[src/rtl/core/cubic_hermite_spline_evaluator_assert.svh]
// Assertion macros for the spline evaluator
`ifndef CUBIC_HERMITE_SPLINE_EVALUATOR_ASSERT_SVH
`define CUBIC_HERMITE_SPLINE_EVALUATOR_ASSERT_SVH
// implication checked on every clock edge outside reset
`define CHS_ASSERT_IMP(label, clk, rst, a, c) \
  label: assert property (@(posedge clk) disable iff (rst) (a) |-> (c)) \
    else $error("assertion failed");
// next-cycle implication
`define CHS_ASSERT_NXT(label, clk, rst, a, c) \
  label: assert property (@(posedge clk) disable iff (rst) (a) |=> (c)) \
    else $error("assertion failed");
`endif

[src/rtl/core/chs_pkg.sv]
// ----------------------------------------------------------------------------
// chs_pkg
// Types and constants shared by the spline evaluator modules.
// ----------------------------------------------------------------------------
package chs_pkg;
  localparam int MaxDimsDef = 4;
  localparam int MaxSegsDef = 16;
  localparam logic [31:0] OneQ = 32'h0001_0000;
  localparam logic [1:0] StOk = 2'd0;
  localparam logic [1:0] StZeroDur = 2'd1;
  localparam logic [1:0] StBeyond = 2'd2;
  localparam logic [1:0] CfgStepTime = 2'd0;
  localparam logic [1:0] CfgNumDims = 2'd1;
  localparam logic [1:0] CfgNumSegs = 2'd2;

  typedef struct packed {
    logic        req_type;
    logic [1:0]  dim_index;
    logic [3:0]  segment_index;
    logic signed [31:0] start_pos;
    logic signed [31:0] start_slope;
    logic signed [31:0] end_pos;
    logic signed [31:0] end_slope;
    logic [30:0] duration;
    logic [15:0] step_index;
  } req_t;

  typedef struct packed {
    logic [1:0]  status;
    logic [1:0]  dim_out;
    logic [3:0]  segment_out;
    logic signed [31:0] value;
    logic signed [31:0] w_start_pos;
    logic signed [31:0] w_start_slope;
    logic signed [31:0] w_end_pos;
    logic signed [31:0] w_end_slope;
    logic        last;
  } rsp_t;

  typedef enum logic [4:0] {
    S_IDLE, S_LMUL0, S_LMUL1, S_DIV, S_LCOEF, S_LRES,
    S_TMUL, S_WALK, S_UMUL, S_U2, S_U3, S_WT0, S_WT1, S_WSAT,
    S_RD, S_H3, S_H2, S_H1, S_EMIT
  } state_t;

  // controller to datapath
  typedef struct packed {
    logic load_req;
    logic lmul0;
    logic lmul1;
    logic div_start;
    logic lcoef;
    logic lres;
    logic tmul;
    logic walk_init;
    logic walk_step;
    logic umul;
    logic u2;
    logic u3;
    logic wt0;
    logic wt1;
    logic wsat;
    logic rd;
    logic h3;
    logic h2;
    logic h1;
    logic emit;
  } cmd_t;

  // datapath to controller
  typedef struct packed {
    logic is_eval;
    logic zero_dur;
    logic div_done;
    logic walk_done;
    logic last_dim;
  } sts_t;

  // Q16.16 signed product, floor (arithmetic shift)
  function automatic logic signed [63:0] mulq(input logic signed [63:0] p);
    mulq = p >>> 16;
  endfunction

  function automatic logic signed [31:0] sat32(input logic signed [63:0] v);
    if (v > 64'sd2147483647) sat32 = 32'sh7FFF_FFFF;
    else if (v < -64'sd2147483648) sat32 = 32'sh8000_0000;
    else sat32 = v[31:0];
  endfunction
endpackage

[src/rtl/core/chs_ctrl.sv]
// ----------------------------------------------------------------------------
// chs_ctrl
// Sequencer for load and evaluate items.
// ----------------------------------------------------------------------------
module chs_ctrl (
  input  logic              clk,
  input  logic              rst,
  input  logic              start,
  output logic              busy,
  input  chs_pkg::sts_t     sts,
  output chs_pkg::cmd_t     cmd
);
  chs_pkg::state_t state, state_next;

  // state register
  always_ff @(posedge clk) begin
    if (rst) state <= chs_pkg::S_IDLE;
    else state <= state_next;
  end

  // next state and commands
  always_comb begin
    state_next = state;
    cmd = '0;
    busy = (state != chs_pkg::S_IDLE);
    case (state)
      chs_pkg::S_IDLE: begin
        if (start) begin
          cmd.load_req = 1'b1;
          state_next = chs_pkg::S_LMUL0;
        end
      end
      // the request is latched; branch on its type
      chs_pkg::S_LMUL0: begin
        if (sts.is_eval) begin
          cmd.tmul = 1'b1;
          state_next = chs_pkg::S_TMUL;
        end else if (sts.zero_dur) begin
          state_next = chs_pkg::S_LRES;
        end else begin
          cmd.lmul0 = 1'b1;
          state_next = chs_pkg::S_LMUL1;
        end
      end
      chs_pkg::S_LMUL1: begin
        cmd.lmul1 = 1'b1;
        cmd.div_start = 1'b1;
        state_next = chs_pkg::S_DIV;
      end
      chs_pkg::S_DIV: begin
        if (sts.div_done) state_next = chs_pkg::S_LCOEF;
      end
      chs_pkg::S_LCOEF: begin
        cmd.lcoef = 1'b1;
        state_next = chs_pkg::S_LRES;
      end
      chs_pkg::S_LRES: begin
        cmd.lres = 1'b1;
        state_next = chs_pkg::S_IDLE;
      end
      chs_pkg::S_TMUL: begin
        cmd.walk_init = 1'b1;
        state_next = chs_pkg::S_WALK;
      end
      chs_pkg::S_WALK: begin
        if (sts.walk_done) begin
          cmd.umul = 1'b1;
          state_next = chs_pkg::S_UMUL;
        end else cmd.walk_step = 1'b1;
      end
      chs_pkg::S_UMUL: begin
        cmd.u2 = 1'b1;
        state_next = chs_pkg::S_U2;
      end
      chs_pkg::S_U2: begin
        cmd.u3 = 1'b1;
        state_next = chs_pkg::S_U3;
      end
      chs_pkg::S_U3: begin
        cmd.wt0 = 1'b1;
        state_next = chs_pkg::S_WT0;
      end
      chs_pkg::S_WT0: begin
        cmd.wt1 = 1'b1;
        state_next = chs_pkg::S_WT1;
      end
      chs_pkg::S_WT1: begin
        cmd.wsat = 1'b1;
        state_next = chs_pkg::S_WSAT;
      end
      chs_pkg::S_WSAT: begin
        cmd.rd = 1'b1;
        state_next = chs_pkg::S_RD;
      end
      chs_pkg::S_RD: begin
        cmd.h3 = 1'b1;
        state_next = chs_pkg::S_H3;
      end
      chs_pkg::S_H3: begin
        cmd.h2 = 1'b1;
        state_next = chs_pkg::S_H2;
      end
      chs_pkg::S_H2: begin
        cmd.h1 = 1'b1;
        state_next = chs_pkg::S_H1;
      end
      chs_pkg::S_H1: begin
        cmd.emit = 1'b1;
        state_next = chs_pkg::S_EMIT;
      end
      chs_pkg::S_EMIT: begin
        if (sts.last_dim) state_next = chs_pkg::S_IDLE;
        else begin
          cmd.rd = 1'b1;
          state_next = chs_pkg::S_RD;
        end
      end
      default: state_next = chs_pkg::S_IDLE;
    endcase
  end
endmodule

[config.mk]
export PLATFORM = sky130hd
export DESIGN_NAME = chs_ctrl
export DESIGN_NICKNAME = d
export VERILOG_FILES = /design/src/rtl/core/cubic_hermite_spline_evaluator_assert.svh /design/src/rtl/core/chs_pkg.sv /design/src/rtl/core/chs_ctrl.sv
export SDC_FILE = /design/constraint.sdc
export NUM_CORES = 1
export LEC_CHECK = 0
export BUFFER_PORTS_ARGS = -buffer_cell sky130_fd_sc_hd__buf_2
export CORE_MARGIN = 2
export CORE_UTILIZATION = 40
export CTS_BUF_LIST = sky130_fd_sc_hd__clkbuf_16
export DETAILED_ROUTE_END_ITERATION = 6
export GPL_ROUTABILITY_DRIVEN = 0
export PLACE_DENSITY = 0.78
export SLEW_MARGIN = 20
export SYNTH_ARGS = -nofsm -noshare
export SYNTH_HDL_FRONTEND = slang
export SYNTH_SLANG_ARGS = --single-unit
[constraint.sdc]
create_clock -name clk -period 1.7 [get_ports clk]
set_clock_uncertainty 0.05 [all_clocks]
set_input_delay 0.34 -clock clk [delete_from_list [all_inputs] [get_ports clk]]
set_output_delay 0.34 -clock clk [all_outputs]
set_load 0.01 [all_outputs]
* Word level (Yosys, flattened, before mapping)
Index checks and enable logic that the tools add are counted.
Cells by class: eq/ne operators 21, muxes and demuxes 32, reduce and logical (&&, ||, !) cells 3
Operator list (count):
- 5-bit case mux with 18 select lines | 1
- 5-bit by 4-bit equality test with 1-bit output (second input constant) | 8
- 1-bit two-way mux | 22
- 5-bit by 3-bit equality test with 1-bit output (second input constant) | 4
- 5-bit two-way mux | 4
- 5-bit equality test (second input constant) | 3
- 5-bit by 2-bit equality test with 1-bit output (second input constant) | 2
- 2-bit != test (second input constant) | 3
- 5-bit by 1-bit equality test with 1-bit output (second input constant) | 1
- 5-bit zero test | 1
- 5-bit nonzero test | 1
- 2-bit two-way mux | 2
- 4-bit two-way mux | 1
- 3-bit two-way mux | 1
- 3-bit AND reduction | 1
- 1-bit case mux with 2 select lines | 1
Word-level totals: register bits after elaboration 5, output and inout bits 21, logic and storage cells 57

* Longest topological paths before layout
Gate-level depths: netlist (run 1).
depth in word-level cells 3, mapped depth 7

* Worst setup path after synthesis (run 1)
No wires, ideal clock.
path kind register -> output, start point register state[0], end point output port cmd[17] (netlist bit), data arrival time 1429 ps, slack -119 ps, cell stages (with the launch flop) 6, buffers on the path 3, path through dfxtp_1 -> clkbuf_1 -> clkbuf_1 -> nand2b_1 -> nor3_1 -> buf_4
RTL lines:
- start, declared | RTL line chs_ctrl.sv:13 | chs_pkg::state_t state, state_next;
- start signal, assigned | RTL line chs_ctrl.sv:17 | if (rst) state <= chs_pkg::S_IDLE;
- start signal, assigned | RTL line chs_ctrl.sv:18 | else state <= state_next;
- end, declared | RTL line chs_ctrl.sv:11 | output chs_pkg::cmd_t cmd

==> results of run 1 <==
per-layer routing:
layer	share of wire	up-vias
li1	-	433
met1	0.43	387
met2	0.49	35
met3	0.060	4
met4	0.021	0
met5	0	-
cells by family after synthesis:
group	after synthesis	synth area share
DFF	5	0.165
and+or+nand+nor	59	0.467
AOI/OAI and AO/OA	21	0.257
buffers and inverters	15	0.111
timing repair:
| item | in CTS | in global routing |
|---|---|---|
| setup endpoints to repair | 20 | 17 |
| gates cloned | 0 | 1 |
| gates resized for setup | 14 | 16 |
| pin swaps | 4 | 6 |
| buffers inserted | 4 | 1 |
power groups by stage:
| stage | Clock [mW] | Sequential (mW) | Combinational [mW] |
|---|---|---|---|
| 6_report | 0.378 | 0.185 | 0.598 |
| 5_1_grt | 0.391 | 0.189 | 0.655 |
| 4_1_cts | 0.379 | 0.177 | 0.521 |
| 3_5_place_dp | 0 | 0.170 | 0.458 |
| 3_3_place_gp | 0 | 0.168 | 0.451 |
| 2_1_floorplan | 0 | 0.158 | 0.332 |
area by class of cell:
cell class	count	area (µm²)	area share
multi-input cells	80	515	0.500
repair buffers	45	283	0.274
flip-flops and latches	5	111	0.108
clock buffers	3	75.1	0.0728
inverters	6	22.5	0.0218
well taps	16	20.0	0.0194
clock inverters	1	3.75	0.00364
critical path, stage by stage, from the launching register on:
cell and delay, ns:
dfxtp_2 0.32, or4b_4 0.52, o21ai_2 0.14, buf_2 0.14
cells in the final DEF, fill, tap and decap left out, types with 2 or more instances in the layout:
cell type,Yosys,layout
buf_2,0,28
nor2_1,21,19
buf_4,1,13
nand2_1,13,12
inv_1,6,6
buf_6,1,4
and3_1,3,3
nor3_1,6,3
o21ai_0,4,3
clkbuf_16,0,3
dfxtp_2,0,3
nor3_4,0,2
nand3_1,3,2
nand2b_1,3,2
o2bb2ai_1,2,2
a31oi_1,2,2
a21oi_1,2,2
dfxtp_4,0,2
worst paths after layout:
path / startpoint / to / slack, ns / cells past startpoint
max reg2reg: state[0] / state[2] / 0.11 / 6
max: state[0] / cmd[4] / -0.03 / 3
min reg2reg: state[2] / state[4] / 0.50 / 2
min: rst / state[2] / 0.29 / 2
cells in the mapped netlist (all sizes together), types with 2 or more instances:
master | count | share of area
clkbuf | 7 | 0.043
o2bb2ai | 2 | 0.029
a21oi | 2 | 0.016
inv | 6 | 0.037
nand3 | 3 | 0.025
o21ai | 4 | 0.033
nand2 | 13 | 0.080
nand2b | 3 | 0.031
o211ai | 2 | 0.033
and3 | 3 | 0.031
buf | 2 | 0.031
dfxtp | 5 | 0.16
a31oi | 2 | 0.021
nor3 | 6 | 0.049
nor2 | 21 | 0.13
stage by stage:
step           power, mW  hold slack, ns  utilization
6_report            1.16           0.289        0.701
5_1_grt             1.23           0.298        0.701
4_1_cts             1.08           0.287        0.650
3_5_place_dp       0.629           0.492        0.551
3_3_place_gp       0.619           0.472        0.551
2_1_floorplan      0.489           0.359            -
==> results.py, run 1 <==
metrics = {
    "finish": {
        "regMostFlops": "state",
        "instances_no_fill": 156,
        "syn_to_final_growth_pct": 69.5,
        "antennaDiodeCount": 0,
        "n_fill_cell": 130,
        "largest_reg_flops": 5,
        "top_regs": "state (5)",
        "drive_above_1_share": 0.486,
        "finalNetCount": 149,
        "design_area_um2": 1030,
    },
    "global_routing": {
        "met3_usage": 0.0638,
        "grtUsageMet2": 0.364,
        "grt-busiest-layer": "met2",
        "met1_usage": 0.254,
        "grt_usage": 0.210,
        "antenna_found_initial": 0,
        "grt_pass1_vias": 716,
        "globalRoute.totalOverflow": 0,
        "grt_max_degree": 17,
        "grt_pass1_wl_um": 3000,
    },
    "timing": {
        "clock.fmax_ghz": 0.577,
        "drv_slew": 0,
        "hold_violations": 0,
        "fin_setup_tns_ns": -0.0643,
        "worst_pin_slew_ns": 0.330,
        "layout_min_cycle_time_ns": 1.73,
        "rsz0062_at_grt": "yes",
        "post-route-period-util": 1.02,
        "finalSetupViolations": 5,
        "worst_slack_ns": -0.0341,
        "slew_headroom": 0.778,
    },
    "status": {
        "status": "finished, violations left",
        "violations": "setup timing",
    },
    "floorplan": {
        "die_x_um": 43.0,
        "io_pins": 29,
        "die_y_um": 43.0,
        "dieArea_um2": 1850,
        "start_util": 0.413,
        "core-area_um2": 1470,
        "core.rowCount": 14,
    },
    "clock_tree": {
        "cts.clk_slew.worst_paths_ns": 0.03,
        "clkSinkCount": 5,
        "ctsHtreeMaxLevel": 1,
        "postCtsHoldBufs": 0,
        "worst_skew_pair.late_latency_ns": 0.23,
        "clock_path_buffers": 2,
        "cts_tree": "done",
        "numCtsBuffers": 3,
        "cts_root_buffer": "clkbuf_16",
    },
    "route": {
        "drc": 0,
        "final_antenna_net_count": 0,
        "drt_iter0_drc": 14,
        "wl_per_cell_um": 13.0,
        "routed_wl_um": 2030,
        "vias_per_cell": 5.51,
        "first_pass_iters": 4,
        "vias": 859,
    },
    "critical_path": {
        "required_ns": 1.31,
        "crit_fanout": 3,
        "worstSetupPathType": "flop to primary output",
        "endpoint_kind": "primary output",
        "worstPathArrival_ns": 1.34,
        "start_kind": "flop",
    },
    "placed_design": {
        "dp_cells": 146,
        "portBuffers": 28,
        "detailed_place_hpwl_um": 1360,
        "placed_area_um2": 811,
        "place_ws_ns": -0.00834,
    },
    "synth": {
        "yosys.cell_types.count": 36,
        "synth-main-ff-cell": "dfxtp_1",
        "synth_edf_count": 0,
        "syn_area_per_cell_um2": 6.08,
        "syn-cell-area_um2": 608,
        "syn_nets": 108,
        "synth_warnings": 0,
        "netlist_instances": 100,
        "ys_seq_area_frac": 0.165,
        "synth-async-reset-ratio": 0,
        "ys_seq_elements": 5,
    },
    "power_and_ir_drop": {
        "p_leak_nw": 0.514,
        "pwr-share-clk": 0.326,
        "switching_share": 0.359,
        "internal_power_mw": 0.744,
        "p_sw_mw": 0.417,
        "ir_worst_vdd_mv": 1.24,
        "power.share.combinational": 0.515,
        "p_per_area_nw_per_um2": 1130,
        "seq_power_share": 0.159,
    },
    "worst_hold_path": {
        "min_path_type": "input pin to flop",
    },
    "run": {
        "cap_violations": 0,
    },
}
Power figures use the tool's default switching activity.
==> run 2, diff against run 1 <==
==> constraint.sdc (replaced) <==
create_clock -name clk -period 1.7 [get_ports clk]
set_clock_uncertainty 0.05 [all_clocks]
set_input_delay 0.085 -clock clk [delete_from_list [all_inputs] [get_ports clk]]
set_output_delay 0.085 -clock clk [all_outputs]
set_load 0.01 [all_outputs]
==> run 2 against run 1 <==
  * The run now ends clean
  * Critical path type unchanged
  * Wire length down 6.4%
  * Non-clock buffer count down 8
  * Largest power group unchanged
  * Combinational power is 18% lower
  * Clock power rose by 3%
  * Fmax is 2.1% higher
  * Critical path depth up 1
==> results.py, run 2 (synthesis results as in run 1) <==
metrics = {
    "status": {
        "status": "finished, final reports clean",
    },
    "worst_hold_path": {
        "min_path_type": "input pin to flop",
        "hold_end": "state[4]",
        "holdPathStages": 2,
        "hold_start": "rst",
    },
    "floorplan": {
        "core-area_um2": 1470,
        "dieArea_um2": 1850,
        "die_y_um": 43.0,
        "io_pins": 29,
        "die_x_um": 43.0,
        "start_util": 0.413,
        "core.rowCount": 14,
    },
    "global_routing": {
        "grt_pass1_wl_um": 3170,
        "grt_pass1_vias": 763,
        "antenna_found_initial": 0,
        "grt_max_degree": 17,
        "grt_usage": 0.222,
        "globalRoute.totalOverflow": 0,
    },
    "critical_path": {
        "crit_fanout": 10,
        "endpoint_kind": "primary output",
        "start_kind": "flop",
        "crit_chain": "buf_6 -> or4b_4 -> o21ai_2 -> buf_2",
        "worstPathArrival_ns": 1.56,
        "required_ns": 1.56,
        "worstReg2RegStart": "state[4]",
        "max_stage_delay_ns": 0.55,
        "worstSetupPathType": "flop to primary output",
        "slowest_stage": "or4b_4",
        "reg2reg_to": "state[2]",
        "reg2reg_depth": 5,
        "rrSetupSlack_ns": 0.09,
    },
    "route": {
        "drt_iter0_drc": 24,
        "wl_per_cell_um": 12.8,
        "routed_wl_um": 1900,
        "final_antenna_net_count": 0,
        "first_pass_iters": 4,
        "vias": 811,
        "vias_per_cell": 5.48,
        "drc": 0,
    },
    "clock_tree": {
        "clock_path_buffers": 2,
        "cts.clk_slew.worst_paths_ns": 0.03,
        "clkSinkCount": 5,
        "postCtsHoldBufs": 0,
        "ctsHtreeMaxLevel": 1,
        "worst_skew_pair.late_latency_ns": 0.23,
        "cts_root_buffer": "clkbuf_16",
        "numCtsBuffers": 3,
        "cts_tree": "done",
    },
    "timing": {
        "clock.fmax_ghz": 0.589,
        "fin_setup_tns_ns": 0,
        "layout_min_cycle_time_ns": 1.70,
        "drv_slew": 0,
        "post-route-period-util": 0.999,
        "slew_headroom": 0.712,
        "finalSetupViolations": 0,
        "whs_ns": 0.0253,
        "hold_violations": 0,
        "worst_pin_slew_ns": 0.432,
    },
    "placed_design": {
        "portBuffers": 28,
        "detailed_place_hpwl_um": 1340,
        "placed_area_um2": 783,
    },
    "power_and_ir_drop": {
        "power.share.combinational": 0.472,
        "ir_worst_vdd_mv": 0.484,
        "p_leak_nw": 0.460,
        "internal_power_mw": 0.650,
        "power_mw": 1.04,
        "p_sw_mw": 0.386,
        "switching_share": 0.373,
        "seq_power_share": 0.152,
        "pwr-share-clk": 0.376,
        "p_per_area_nw_per_um2": 1150,
    },
    "finish": {
        "final_cell_mix": "buf_2 (28), nor2_1 (21), nand2_1 (13), inv_1 (7), buf_4 (7)",
        "antennaDiodeCount": 0,
        "fin_util": 0.611,
        "largest_reg_flops": 5,
        "layout_commonest_cell": "buf_2",
        "drive_above_1_share": 0.356,
        "regMostFlops": "state",
        "top_regs": "state (5)",
        "design_area_um2": 900,
        "syn_to_final_growth_pct": 47.9,
        "finalNetCount": 141,
    },
    "run": {
        "cap_violations": 0,
    },
}
-- run 2: cell count changes in the layout (fill, tap and decap cells not counted), sizes merged --
| cell | delta |
|---|---|
| buf | -8 |
-- run 2: per-layer routing --
| metal | track usage | share of wire |
|---|---|---|
| met1 | 0.267 | 0.43 |
| met2 | 0.361 | 0.47 |
| met3 | 0.0383 | 0.069 |
| met4 | 0.139 | 0.036 |
| met5 | 0 | 0 |
-- run 2: cell type report --
class / instances / area, µm²
sequential: 5 / 103
timing repair buffer: 37 / 215
tap: 16 / 20.0
inverter: 6 / 22.5
fill: 151 / 572
clock buffer: 3 / 75.1
multi-input combinational: 80 / 460
clock inverter: 1 / 3.75
-- run 2: worst max-delay path: cells and delay by family, from the launching register on --
kind	cells	cell delay [ns]
and+or+nand+nor	1	0.55
DFF	1	0.32
buffers and inverters	2	0.29
AOI/OAI and AO/OA	1	0.17
-- run 2: worst max-delay path by stage --
stage	start	cells after the start	slack, ns	end
after global placement	state[2]	6	0.16	state[3]
after global routing	state[2]	4	-0.03	cmd[4]
after CTS	state[2]	4	0.02	cmd[4]
after detailed placement	state[4]	6	0.10	state[2]
after floorplan	state[2]	6	0.07	state[2]
final	state[2]	4	0.0009	cmd[4]
-- run 2: per-stage QoR --
step	worst slack [ns]	cells
2_1_floorplan	0.0743	100
3_3_place_gp	0.157	143
3_5_place_dp	0.100	143
4_1_cts	0.0158	147
5_1_grt	-0.0257	148
6_report	0.000919	148
-- run 2: power groups by stage --
stage	clock [mW]	sequential, mW	combinational (mW)
after global routing	0.403	0.161	0.547
final	0.390	0.158	0.489
after floorplan	0	0.158	0.327
after detailed placement	0	0.157	0.460
after global placement	0	0.157	0.451
after CTS	0.392	0.155	0.473
-- run 2: timing repair --
item | CTS | global route
setup endpoints to repair | 5 | 6
buffers inserted | 0 | 1
resized for setup | 4 | 6
pin swaps | 0 | 2
